### config.mk
export PLATFORM = sky130hd
export DESIGN_NAME = swk_cell
export DESIGN_NICKNAME = d
export VERILOG_FILES = /design/src/rtl/core/assert_macros.svh /design/src/rtl/core/swk_pkg.sv /design/src/rtl/core/swk_cell.sv
export SDC_FILE = /design/constraint.sdc
export NUM_CORES = 1
export LEC_CHECK = 0
export BUFFER_PORTS_ARGS = -buffer_cell sky130_fd_sc_hd__clkbuf_2
export CAP_MARGIN = 20
export CELL_PAD_IN_SITES_DETAIL_PLACEMENT = 1
export CELL_PAD_IN_SITES_GLOBAL_PLACEMENT = 1
export CORE_UTILIZATION = 25
export DETAILED_ROUTE_END_ITERATION = 16
export PLACE_DENSITY_LB_ADDON = 0.08
export SKIP_LAST_GASP = 1
export SYNTH_ARGS = -nofsm -noshare
export SYNTH_HDL_FRONTEND = slang
export SYNTH_SLANG_ARGS = --single-unit
### constraint.sdc
create_clock -name clk -period 11.1 [get_ports clk]
set_clock_uncertainty 0.05 [all_clocks]
set_input_delay 1.665 -clock clk [delete_from_list [all_inputs] [get_ports clk]]
set_output_delay 1.665 -clock clk [all_outputs]
set_load 0.02 [all_outputs]
### src/rtl/core/assert_macros.svh
// assertion helpers shared by the rtl
`ifndef ASSERT_MACROS_SVH
`define ASSERT_MACROS_SVH

// same-cycle implication
`define SWK_ASSERT_IMP(lbl, ante, cons, msg) \
  lbl: assert property (@(posedge clk) disable iff (rst) (ante) |-> (cons)) \
    else $error(msg);

// next-cycle implication
`define SWK_ASSERT_NXT(lbl, ante, cons, msg) \
  lbl: assert property (@(posedge clk) disable iff (rst) (ante) |=> (cons)) \
    else $error(msg);

`endif

### src/rtl/core/swk_pkg.sv
`default_nettype none
package swk_pkg;

  localparam int CORDIC_STAGES = 16;
  localparam int SQRT_BITS = 26;
  localparam int STW = $clog2(SQRT_BITS);
  localparam int DIV_BITS = 12;
  localparam int DBW = $clog2(DIV_BITS);
  localparam int VW = 26;
  localparam int CW = 44;
  localparam int ZW = 27;
  localparam int RW = 2 * VW - 1;
  localparam int DVW = 34;
  localparam int FW = 22;
  localparam int PW = 41;

  localparam logic signed [ZW-1:0] DEG90 = ZW'(90 * 65536);
  localparam logic signed [ZW-1:0] DEG180 = ZW'(180 * 65536);
  localparam logic signed [ZW-1:0] DEG360 = ZW'(360 * 65536);

  localparam logic [2:0] REG_HALF_WB = 3'd0;
  localparam logic [2:0] REG_HALF_TR = 3'd1;
  localparam logic [2:0] REG_FULL_SPD = 3'd2;
  localparam logic [2:0] REG_CENTRE = 3'd3;
  localparam logic [2:0] REG_DEAD = 3'd4;
  localparam logic [2:0] REG_LOWEST = 3'd5;
  localparam logic [2:0] REG_HIGHEST = 3'd6;
  localparam logic [2:0] REG_STEPS = 3'd7;

  // arctangent of 2^-i in q16 degrees
  function automatic logic [21:0] atan_of(input logic [STW-1:0] s);
    logic [21:0] a;
    case (s)
      5'd0: a = 22'd2949120;
      5'd1: a = 22'd1740967;
      5'd2: a = 22'd919880;
      5'd3: a = 22'd466945;
      5'd4: a = 22'd234380;
      5'd5: a = 22'd117304;
      5'd6: a = 22'd58666;
      5'd7: a = 22'd29335;
      5'd8: a = 22'd14668;
      5'd9: a = 22'd7334;
      5'd10: a = 22'd3667;
      5'd11: a = 22'd1833;
      5'd12: a = 22'd917;
      5'd13: a = 22'd458;
      5'd14: a = 22'd229;
      5'd15: a = 22'd115;
      5'd16: a = 22'd57;
      5'd17: a = 22'd29;
      5'd18: a = 22'd14;
      5'd19: a = 22'd7;
      5'd20: a = 22'd4;
      5'd21: a = 22'd2;
      5'd22: a = 22'd1;
      default: a = 22'd0;
    endcase
    return a;
  endfunction

  typedef struct packed {
    logic vld;
    logic [1:0] wheel;
    logic signed [CW-1:0] cx;
    logic signed [CW-1:0] cy;
    logic signed [ZW-1:0] cz;
    logic hold;
    logic [RW-1:0] rem;
    logic [SQRT_BITS-1:0] root;
  } cell_t;

  typedef struct packed {
    logic [1:0] wheel;
    logic rev;
    logic tneg;
    logic [PW-1:0] sprod;
    logic [13:0] cdeg_mag;
    logic over;
    logic span_neg;
    logic signed [13:0] base;
  } res_t;

  typedef struct packed {
    logic vld;
    res_t res;
    logic [DVW-1:0] rem;
    logic [DIV_BITS-1:0] quo;
  } div_t;

endpackage
`default_nettype wire

### src/rtl/core/swk_cell.sv
`default_nettype none
module swk_cell (
  input wire logic clk,
  input wire logic rst,
  input wire logic [swk_pkg::STW-1:0] stage,
  input wire logic rot_en,
  input wire swk_pkg::cell_t din,
  output swk_pkg::cell_t dout
);
  import swk_pkg::*;

  logic signed [CW-1:0] xin, yin, dx, dy;
  logic signed [ZW-1:0] at;
  logic [STW-1:0] bpos;
  logic [RW-1:0] trial;
  cell_t nxt;

  always_comb begin
    nxt = din;
    xin = din.cx;
    yin = din.cy;
    dx = yin >>> stage;
    dy = xin >>> stage;
    at = ZW'(atan_of(stage));
    // one micro-rotation toward the x axis
    if (rot_en && !din.hold) begin
      if (yin > 0) begin
        nxt.cx = xin + dx;
        nxt.cy = yin - dy;
        nxt.cz = din.cz + at;
      end else begin
        nxt.cx = xin - dx;
        nxt.cy = yin + dy;
        nxt.cz = din.cz - at;
      end
    end
    // one root bit: (r + 2^b)^2 - r^2
    bpos = STW'(SQRT_BITS - 1) - stage;
    trial = (RW'(din.root) << (bpos + STW'(1))) | (RW'(1) << {bpos, 1'b0});
    if (din.rem >= trial) begin
      nxt.rem = din.rem - trial;
      nxt.root = din.root | (SQRT_BITS'(1) << bpos);
    end
  end

  always_ff @(posedge clk) begin
    if (rst) begin
      dout.vld <= 1'b0;
    end else begin
      dout <= nxt;
    end
  end

endmodule
`default_nettype wire

==> impl_metrics.toml <==
[logic_synthesis]
syn_inst = 3227
ys.flop_type = "edfxtp_1"
synth_cell_types = 96
synth-edff-count = 195
synth_top_area_frac = 0.2130
synth_nets = 3621
synth_area_per_cell_um2 = 8.521
synth-seq-cells = 196
synth_area_leaders = "edfxtp_1 (21%), mux4_2 (9.1%), ha_1 (8.5%)"
synth.largest_area_cell = "edfxtp_1"
seq_area_frac_synth = 0.2137
async_reset_ff_frac = 0
syn_area_um2 = 27500
yosysWarnings = 0

[global_routing]
grt_max_degree = 125
antenna_found_initial = 2
grt_overflow = 0
grt_pass1_wl_um = 196700
grt_usage = 0.2373
grt_pass1_vias = 28330

[setup_path]
critPathBufInv = 4
start_kind = "primary input"
crit_path_end = "dout[7]"
path_depth = 22
worstSetupEndpointType = "register"
critPathMaxStageDelay_ns = 0.79
crit_family = "compound AO/OA/AOI/OAI gates"
crit_arrival_ns = 9.55
path_max_fanout = 85
slowest_stage = "ha_1"
required_ns = 11.35
critPathKind = "primary input to register"
timing.critical_path.from = "stage[1]"
crit_path_cell_trace = "buf_6 -> inv_1 -> ha_1 -> ha_1 -> clkinv_1 -> o21ai_0 -> nor2_1 -> a21oi_1 -> a21oi_1 -> ha_1 -> a21oi_1 -> o21ai_0 -> a311oi_1 -> o31ai_1 -> o21ai_0 -> o21ai_0 -> a41oi_1 -> a21oi_1 -> a211o_4 -> buf_16 -> and2_1 -> a21o_1"

[cts]
clock_sinks = 196
cts-resized-gates = 0
cts_tree = "yes"
cts_buffer_depth = 2
clk_pin_slew_ns = 0.09
post_cts_buffers = 0
cts_buffers = 17
cts_max_level = 4
ctsHoldBuffers = 0
cts_root_buf = "clkbuf_16"

[sta]
hold_violations = 0
final-max-slew-violation-count = 0
tns_ns = 0
setup_violations = 0
period_needed_ns = 9.296
layout_setup_ws_ns = 1.804
hold_ws_ns = 1.244
rsz0062_at_grt = "false"
fin_crit_sh = 0.8375
max_freq_mhz = 107.6
slew_headroom = 0.2766
max_slew.worst_pin.slew_ns = 1.075

[run_status]
status = "complete, no violations"

[finish]
largest_register_ffs = 196
largestRegisters = "dout: 196 flops"
instances_no_fill = 4919
final_common_cell = "clkbuf_2"
diodes = 0
final_cell_mix = "clkbuf_2 (394), nand2_1 (388), a21oi_1 (265)"
final_layout_size_suffix_gt1_frac = 0.1974
largest_register = "dout"
nets = 3886
final_util = 0.2884
syn_to_final_growth_pct = 14.34

[route]
drtPass1Iterations = 5
wirelength_um = 135400
detail_route.wl_per_cell_um = 27.53
viasPerCell = 5.614
vias = 27620
drtIter0Drc = 1877
drc = 0
postRouteAntennaNets = 0

[placed_design]
gp_congestion = 0.9543
dp_cells = 4886
hpwl_um = 109600
place_ws_ns = 1.180
io_buffers = 399

[floorplanning]
io_pins = 400
core-area_um2 = 109000
dieArea_um2 = 111300
die_h_um = 333.6
initial_core_util = 0.2522
rows = 121
dieWidth_um = 333.6

[power]
internal_power_uw = 2265
p_clk_frac = 0.163
max-vdd-ir-drop_uv = 95.06
p_sw_uw = 2117
leakagePower_uw = 0.01297
combinationalPowerShare = 0.604
power_density_nw_per_um2 = 139.4
seq_power_share = 0.232
swShare = 0.4831

[min_path]
hp-class = "primary input to register"

[flow_run]
max_cap_violations = 0
-- per-layer routing --
metal  global-route usage  wire (µm)  vias to the layer above
li1                     -          -                    12800
met1               0.2923      57820                    13980
met2               0.4324      69530                      702
met3              0.02244       4451                      140
met4              0.07226       3583                        2
met5                    0         11                        -
-- cells in the mapped netlist, types with 15 or more instances --
library cell  instances
nand2b_1             44
o21ai_0             261
a31oi_1              58
buf_2                29
clkbuf_1            128
nor2_1              242
edfxtp_1            195
xor2_1              109
or3_1                16
a211oi_1             35
and2_1               25
a21o_1              124
a21oi_1             265
o31ai_1              34
o21bai_1             29
nand3_1              62
a22oi_1              15
nand4_1              31
nand2_1             388
ha_1                186
xnor2_1             130
inv_1                61
mux4_2              111
and3_1               26
nor3_1               51
o21a_1               28
mux2i_1             106
mux2_2               57
o22ai_1              30
nor4_1               21
buf_1                21
nor2b_1              36
-- power by group through the flow --
stage               clock network [µW]  logic, µW  registers (µW)
finish                             716       2650            1020
global route                       759       2880            1030
CTS                                745       2660            1020
detailed placement                   0       2640            1040
global placement                     0       2620            1040
floorplan                            0       1620            1180
-- worst min-delay path by stage --
stage / from / endpoint / slack (ns) / cells past startpoint
after floorplan: rst / dout[195] / 1.69 / 1
after global placement: din[194] / dout[194] / 1.80 / 1
after detailed placement: din[193] / dout[193] / 1.79 / 1
after CTS: din[193] / dout[193] / 1.21 / 1
after global routing: din[193] / dout[193] / 1.22 / 1
final: din[193] / dout[193] / 1.24 / 1
-- kinds of logic after synthesis --
group / count (synthesis) / synth area share
compound gates: 1047 / 0.2426
simple gates: 1008 / 0.1733
mux: 288 / 0.1662
buf+inv: 259 / 0.04054
xor+xnor: 239 / 0.07613
flops: 196 / 0.2137
fa+ha+maj: 190 / 0.08755
-- area by class of cell --
| cell class | instances | area, µm² |
|---|---|---|
| clock inverter | 15 | 183.9 |
| timing repair buffer | 441 | 2375 |
| inverter | 64 | 247.7 |
| tap | 1414 | 1769 |
| clock buffer | 17 | 425.4 |
| fill | 12930 | 77570 |
| multi-input combinational | 2772 | 20560 |
| sequential | 196 | 5876 |
-- metrics by stage --
stage	area, µm²	total power (µW)
after floorplan	27500	2805
after global placement	30800	3656
after detailed placement	30800	3677
after CTS	31410	4425
after global routing	31440	4667
final	31440	4382
(Power assumes the default switching activity.)
