[config.mk]
export PLATFORM = sky130hd
export DESIGN_NAME = swk_div_cell
export DESIGN_NICKNAME = d
export VERILOG_FILES = /design/src/rtl/core/assert_macros.svh /design/src/rtl/core/swk_pkg.sv /design/src/rtl/core/swk_div_cell.sv
export SDC_FILE = /design/constraint.sdc
export NUM_CORES = 1
export LEC_CHECK = 0
export ABC_AREA = 1
export BUFFER_PORTS_ARGS = -buffer_cell sky130_fd_sc_hd__buf_2
export CORE_MARGIN = 8
export CORE_UTILIZATION = 39
export CTS_CLUSTER_DIAMETER = 30
export DETAILED_ROUTE_END_ITERATION = 7
export SETUP_SLACK_MARGIN = 0.02
export SKIP_CTS_REPAIR_TIMING = 1
export SYNTH_ARGS = -nofsm -noshare
export SYNTH_HDL_FRONTEND = slang
export SYNTH_SLANG_ARGS = --single-unit
[constraint.sdc]
create_clock -name clk -period 4.1 [get_ports clk]
set_input_delay 0.41 -clock clk [delete_from_list [all_inputs] [get_ports clk]]
set_output_delay 0.41 -clock clk [all_outputs]
set_load 0.02 [all_outputs]
[src/rtl/core/assert_macros.svh]
// assertion helpers shared by the rtl
`ifndef ASSERT_MACROS_SVH
`define ASSERT_MACROS_SVH

// same-cycle implication
`define SWK_ASSERT_IMP(lbl, ante, cons, msg) \
  lbl: assert property (@(posedge clk) disable iff (rst) (ante) |-> (cons)) \
    else $error(msg);

// next-cycle implication
`define SWK_ASSERT_NXT(lbl, ante, cons, msg) \
  lbl: assert property (@(posedge clk) disable iff (rst) (ante) |=> (cons)) \
    else $error(msg);

`endif

[src/rtl/core/swk_pkg.sv]
`default_nettype none
package swk_pkg;

  localparam int CORDIC_STAGES = 16;
  localparam int SQRT_BITS = 26;
  localparam int STW = $clog2(SQRT_BITS);
  localparam int DIV_BITS = 12;
  localparam int DBW = $clog2(DIV_BITS);
  localparam int VW = 26;
  localparam int CW = 44;
  localparam int ZW = 27;
  localparam int RW = 2 * VW - 1;
  localparam int DVW = 34;
  localparam int FW = 22;
  localparam int PW = 41;

  localparam logic signed [ZW-1:0] DEG90 = ZW'(90 * 65536);
  localparam logic signed [ZW-1:0] DEG180 = ZW'(180 * 65536);
  localparam logic signed [ZW-1:0] DEG360 = ZW'(360 * 65536);

  localparam logic [2:0] REG_HALF_WB = 3'd0;
  localparam logic [2:0] REG_HALF_TR = 3'd1;
  localparam logic [2:0] REG_FULL_SPD = 3'd2;
  localparam logic [2:0] REG_CENTRE = 3'd3;
  localparam logic [2:0] REG_DEAD = 3'd4;
  localparam logic [2:0] REG_LOWEST = 3'd5;
  localparam logic [2:0] REG_HIGHEST = 3'd6;
  localparam logic [2:0] REG_STEPS = 3'd7;

  // arctangent of 2^-i in q16 degrees
  function automatic logic [21:0] atan_of(input logic [STW-1:0] s);
    logic [21:0] a;
    case (s)
      5'd0: a = 22'd2949120;
      5'd1: a = 22'd1740967;
      5'd2: a = 22'd919880;
      5'd3: a = 22'd466945;
      5'd4: a = 22'd234380;
      5'd5: a = 22'd117304;
      5'd6: a = 22'd58666;
      5'd7: a = 22'd29335;
      5'd8: a = 22'd14668;
      5'd9: a = 22'd7334;
      5'd10: a = 22'd3667;
      5'd11: a = 22'd1833;
      5'd12: a = 22'd917;
      5'd13: a = 22'd458;
      5'd14: a = 22'd229;
      5'd15: a = 22'd115;
      5'd16: a = 22'd57;
      5'd17: a = 22'd29;
      5'd18: a = 22'd14;
      5'd19: a = 22'd7;
      5'd20: a = 22'd4;
      5'd21: a = 22'd2;
      5'd22: a = 22'd1;
      default: a = 22'd0;
    endcase
    return a;
  endfunction

  typedef struct packed {
    logic vld;
    logic [1:0] wheel;
    logic signed [CW-1:0] cx;
    logic signed [CW-1:0] cy;
    logic signed [ZW-1:0] cz;
    logic hold;
    logic [RW-1:0] rem;
    logic [SQRT_BITS-1:0] root;
  } cell_t;

  typedef struct packed {
    logic [1:0] wheel;
    logic rev;
    logic tneg;
    logic [PW-1:0] sprod;
    logic [13:0] cdeg_mag;
    logic over;
    logic span_neg;
    logic signed [13:0] base;
  } res_t;

  typedef struct packed {
    logic vld;
    res_t res;
    logic [DVW-1:0] rem;
    logic [DIV_BITS-1:0] quo;
  } div_t;

endpackage
`default_nettype wire

[src/rtl/core/swk_div_cell.sv]
`default_nettype none
module swk_div_cell (
  input wire logic clk,
  input wire logic rst,
  input wire logic [swk_pkg::DBW-1:0] bit_idx,
  input wire logic [swk_pkg::FW-1:0] divisor,
  input wire swk_pkg::div_t din,
  output swk_pkg::div_t dout
);
  import swk_pkg::*;

  logic [DVW-1:0] dsh;
  div_t nxt;

  always_comb begin
    nxt = din;
    dsh = DVW'(divisor) << bit_idx;
    if (din.rem >= dsh) begin
      nxt.rem = din.rem - dsh;
      nxt.quo = din.quo | (DIV_BITS'(1) << bit_idx);
    end
  end

  always_ff @(posedge clk) begin
    if (rst) begin
      dout.vld <= 1'b0;
    end else begin
      dout <= nxt;
    end
  end

endmodule
`default_nettype wire

==> flow_metrics.env <==
export IMPL_die_area_mm2=0.0249
export IMPL_layout_area_seq_mm2=0.00365
export IMPL_unrepaired_setup_endpoints_after_global_routing="false"
export IMPL_vdd_ir_drop_worst_mv=0.276
export IMPL_grt_first_pass_wirelength_um=39500
export IMPL_fraction_of_power_consumed_by_the_clock_network=0.373
export IMPL_syn_num_nets=1160
export IMPL_max_flop_register="dout"
export IMPL_worst_slew_pin_slew_ps=866
export IMPL_final_setup_fails=0
export IMPL_placed_cells_incl_taps=1505
export IMPL_setup_total_negative_slack_ps=0
export IMPL_hold_path_class="primary input to flop"
export IMPL_synth_yosys_warnings=0
export IMPL_cap_viol_max_count=0
export IMPL_cellInternalPower_mw=3.06
export IMPL_effective_utilization_at_floorplan=0.393
export IMPL_worst_endpoint_required_ps=4260
export IMPL_footprint_of_the_multi_input_gates_mm2=0.00358
export IMPL_avgRoutedWirePerCell_um=17.2
export IMPL_design_final_nets=1439
export IMPL_floorplan_die_height_um=158
export IMPL_slew_violations=0
export IMPL_grt_antenna_before_repair=3
export IMPL_gpl_final_weighted_congestion=0.951
export IMPL_share_seq_of_total_power=0.345
export IMPL_path_delay_family="simple AND/OR/NAND/NOR gates"
export IMPL_place_detailed_hpwl_um=21700
export IMPL_worst_path_max_delay_cell="sky130_fd_sc_hd__ha_1"
export IMPL_crit_path_start_kind="primary input"
export IMPL_ioPinCount=272
export IMPL_area_growth_synth_to_final_pct=29.8
export IMPL_setup_slack_after_layout_ps=715
export IMPL_clkTransAtPathRegs_ps=60
export IMPL_instances_no_fill=1537
export IMPL_antenna_diode_count=0
export IMPL_preCtsSetupSlack_ps=292
export IMPL_ys_ff_latch=122
export IMPL_first_global_vias=7268
export IMPL_final_layout_size_suffix_gt1_frac=0.270
export IMPL_critical_path_top_cell_by_count="sky130_fd_sc_hd__nand2_1"
export IMPL_cp_arrival_ps=3550
export IMPL_cts_tree="done"
export IMPL_fin_crit_ps=3380
export IMPL_cp_num_buf_inv=4
export IMPL_io_buffers=271
export IMPL_seq_area_frac_synth=0.466
export IMPL_final_hold_violation_count=0
export IMPL_netlist_instances=975
export IMPL_min_path_cells=1
export IMPL_num_fill_cells=2004
export IMPL_cts_root_buf="sky130_fd_sc_hd__clkbuf_16"
export IMPL_detail_route_wirelength_um=26400
export IMPL_maxClockFrequency_mhz=295
export IMPL_slew_limit_headroom=0.423
export IMPL_crit_path_max_fanout=36
export IMPL_number_of_drc_violations_after_detailed_routing_iteration_0=457
export IMPL_antenna_violating_nets_post_route=0
export IMPL_sw_frac_of_total=0.329
export IMPL_p_leak_nw=5.10
export IMPL_firstDrtPassIters=5
export IMPL_timing_worst_setup_path_type="primary input to flop"
export IMPL_core_area_mm2=0.0200
export IMPL_synth_main_ff_cell="sky130_fd_sc_hd__edfxtp_1"
export IMPL_synth_cell_type_count=43
export IMPL_grt_max_degree=76
export IMPL_core_rowCount=52
export IMPL_number_of_enable_flip_flop_cells_after_synthesis=121
export IMPL_crit_path_end_kind="flop"
export IMPL_cts_sink_count=122
export IMPL_power_total_mw=4.56
export IMPL_whs_endpoint="dout[73]"
export IMPL_drc_errors=0
export IMPL_grt_overflow_total=0
export IMPL_tritoncts_num_buffers=17
export IMPL_max_stage_delay_ps=420
export IMPL_routed_via_count=7380
export IMPL_routed_via_density=4.80
export IMPL_ctsHtreeMaxLevel=4
export IMPL_mappedNetlistArea_mm2=0.00784
export IMPL_cts_path_max_buffers=2
export IMPL_async_flop_share=0
export IMPL_groute_usage_overall=0.210
export IMPL_netSwitchingPower_mw=1.50
export IMPL_post_synthesis_average_cell_area_um2=8.04
export IMPL_largest_register_ffs=122
export IMPL_cp_cell_sequence="buf_2 -> inv_1 -> nor2_1 -> inv_1 -> o22ai_1 -> o21ai_0 -> nand2_1 -> o21ai_0 -> ha_1 -> nand2_1 -> nor2_1 -> nand2_1 -> nor2_1 -> nand2_1 -> nand3_2 -> nand2_2 -> nand2_4 -> inv_6 -> nand2_1 -> nand2_1"
export IMPL_power_density_mw_per_mm2=448
export IMPL_run_status="completed"
export IMPL_fp_dieW_um=158
export IMPL_critical_hold_path_startpoint="din[73]"
export IMPL_comb_power_share=0.282
export IMPL_layout_top_registers="dout x122"
export IMPL_fin_crit_sh=0.826
cells by family (layout without fill, tap and decap cells):
kind of cell	after synthesis	in the layout	synth area share
muxes	12	12	0.0153
adders and majority gates	35	35	0.0568
and+or+nand+nor	525	525	0.275
buffers and inverters	146	438	0.0779
AOI/OAI and AO/OA	118	118	0.0900
xor gates and xnor gates	17	17	0.0190
DFF	122	122	0.466
cell usage after synthesis, types with 2 or more instances:
library cell | instances | area share
sky130_fd_sc_hd__o22ai_1 | 2 | 0.0016
sky130_fd_sc_hd__nand3_2 | 2 | 0.0026
sky130_fd_sc_hd__o21ai_0 | 61 | 0.039
sky130_fd_sc_hd__nand2_1 | 366 | 0.18
sky130_fd_sc_hd__buf_6 | 4 | 0.0057
sky130_fd_sc_hd__nor4_1 | 2 | 0.0016
sky130_fd_sc_hd__nand4_1 | 6 | 0.0048
sky130_fd_sc_hd__and2_1 | 2 | 0.0016
sky130_fd_sc_hd__nand2_2 | 4 | 0.0032
sky130_fd_sc_hd__edfxtp_1 | 121 | 0.46
sky130_fd_sc_hd__a21oi_2 | 3 | 0.0034
sky130_fd_sc_hd__nand3_1 | 55 | 0.035
sky130_fd_sc_hd__clkbuf_1 | 14 | 0.0067
sky130_fd_sc_hd__mux2i_1 | 12 | 0.015
sky130_fd_sc_hd__o21bai_1 | 3 | 0.0029
sky130_fd_sc_hd__a21oi_1 | 27 | 0.017
sky130_fd_sc_hd__buf_2 | 3 | 0.0019
sky130_fd_sc_hd__or2_2 | 4 | 0.0032
sky130_fd_sc_hd__inv_1 | 119 | 0.057
sky130_fd_sc_hd__nor2_1 | 60 | 0.029
sky130_fd_sc_hd__buf_4 | 2 | 0.0019
sky130_fd_sc_hd__ha_1 | 34 | 0.054
sky130_fd_sc_hd__xor2_1 | 15 | 0.017
sky130_fd_sc_hd__a21o_1 | 9 | 0.0086
sky130_fd_sc_hd__a22oi_1 | 4 | 0.0038
sky130_fd_sc_hd__xnor2_1 | 2 | 0.0022
sky130_fd_sc_hd__o21ai_1 | 2 | 0.0013
sky130_fd_sc_hd__nand3b_1 | 5 | 0.0048
sky130_fd_sc_hd__o21bai_4 | 4 | 0.0096
sky130_fd_sc_hd__nor3_1 | 12 | 0.0077
sky130_fd_sc_hd__nor2_2 | 4 | 0.0032
cells in the final DEF, fill, tap and decap left out, drive strengths merged, types with 15 or more instances in the layout:
master / instances
a21oi: 30
buf: 285
clkbuf: 18
edfxtp: 121
ha: 34
inv: 129
nand2: 371
nand3: 57
nor2: 65
o21ai: 63
xor2: 15
final cells by class:
type                    instances  share of cell area
inverters                     121              0.0454
repair buffers                285               0.146
multi-input cells             707               0.352
clock buffers                  18              0.0422
flip-flops and latches        122               0.359
well taps                     270              0.0332
clock inverters                14              0.0226
power by group through the flow:
| stage | Combinational [mW] | Clock [mW] | Sequential (mW) |
|---|---|---|---|
| 2_1_floorplan | 0.665 | 0 | 1.79 |
| 5_1_grt | 1.43 | 1.79 | 1.59 |
| 4_1_cts | 1.29 | 1.74 | 1.57 |
| 6_report | 1.29 | 1.70 | 1.57 |
| 3_5_place_dp | 1.28 | 0 | 1.60 |
| 3_3_place_gp | 1.28 | 0 | 1.60 |
how the worst max path moves through the flow:
stage	startpoint	endpoint	slack, ps	cells past startpoint
finish	bit_idx[1]	dout[25]	720	20
floorplan	rst	dout[0]	880	1
CTS	bit_idx[1]	dout[25]	730	19
global route	bit_idx[0]	dout[29]	410	21
global placement	bit_idx[1]	dout[37]	300	17
detailed placement	bit_idx[1]	dout[34]	290	19
metrics by stage:
stage | instance area [µm²] | hold WS [ps] | util
3_5_place_dp | 9520 | 588 | 0.477
4_1_cts | 10200 | 142 | 0.510
2_1_floorplan | 7840 | 481 | -
3_3_place_gp | 9520 | 586 | 0.477
6_report | 10200 | 161 | 0.510
5_1_grt | 10200 | 143 | 0.510
routing by layer:
layer | up-vias | routed length [µm] | track usage
li1 | 3760 | - | -
met1 | 3289 | 10900 | 0.255
met2 | 282 | 12000 | 0.342
met3 | 43 | 2790 | 0.0693
met4 | 6 | 578 | 0.0707
met5 | - | 37 | 0
Note: power is estimated with default switching activity, not from simulation.
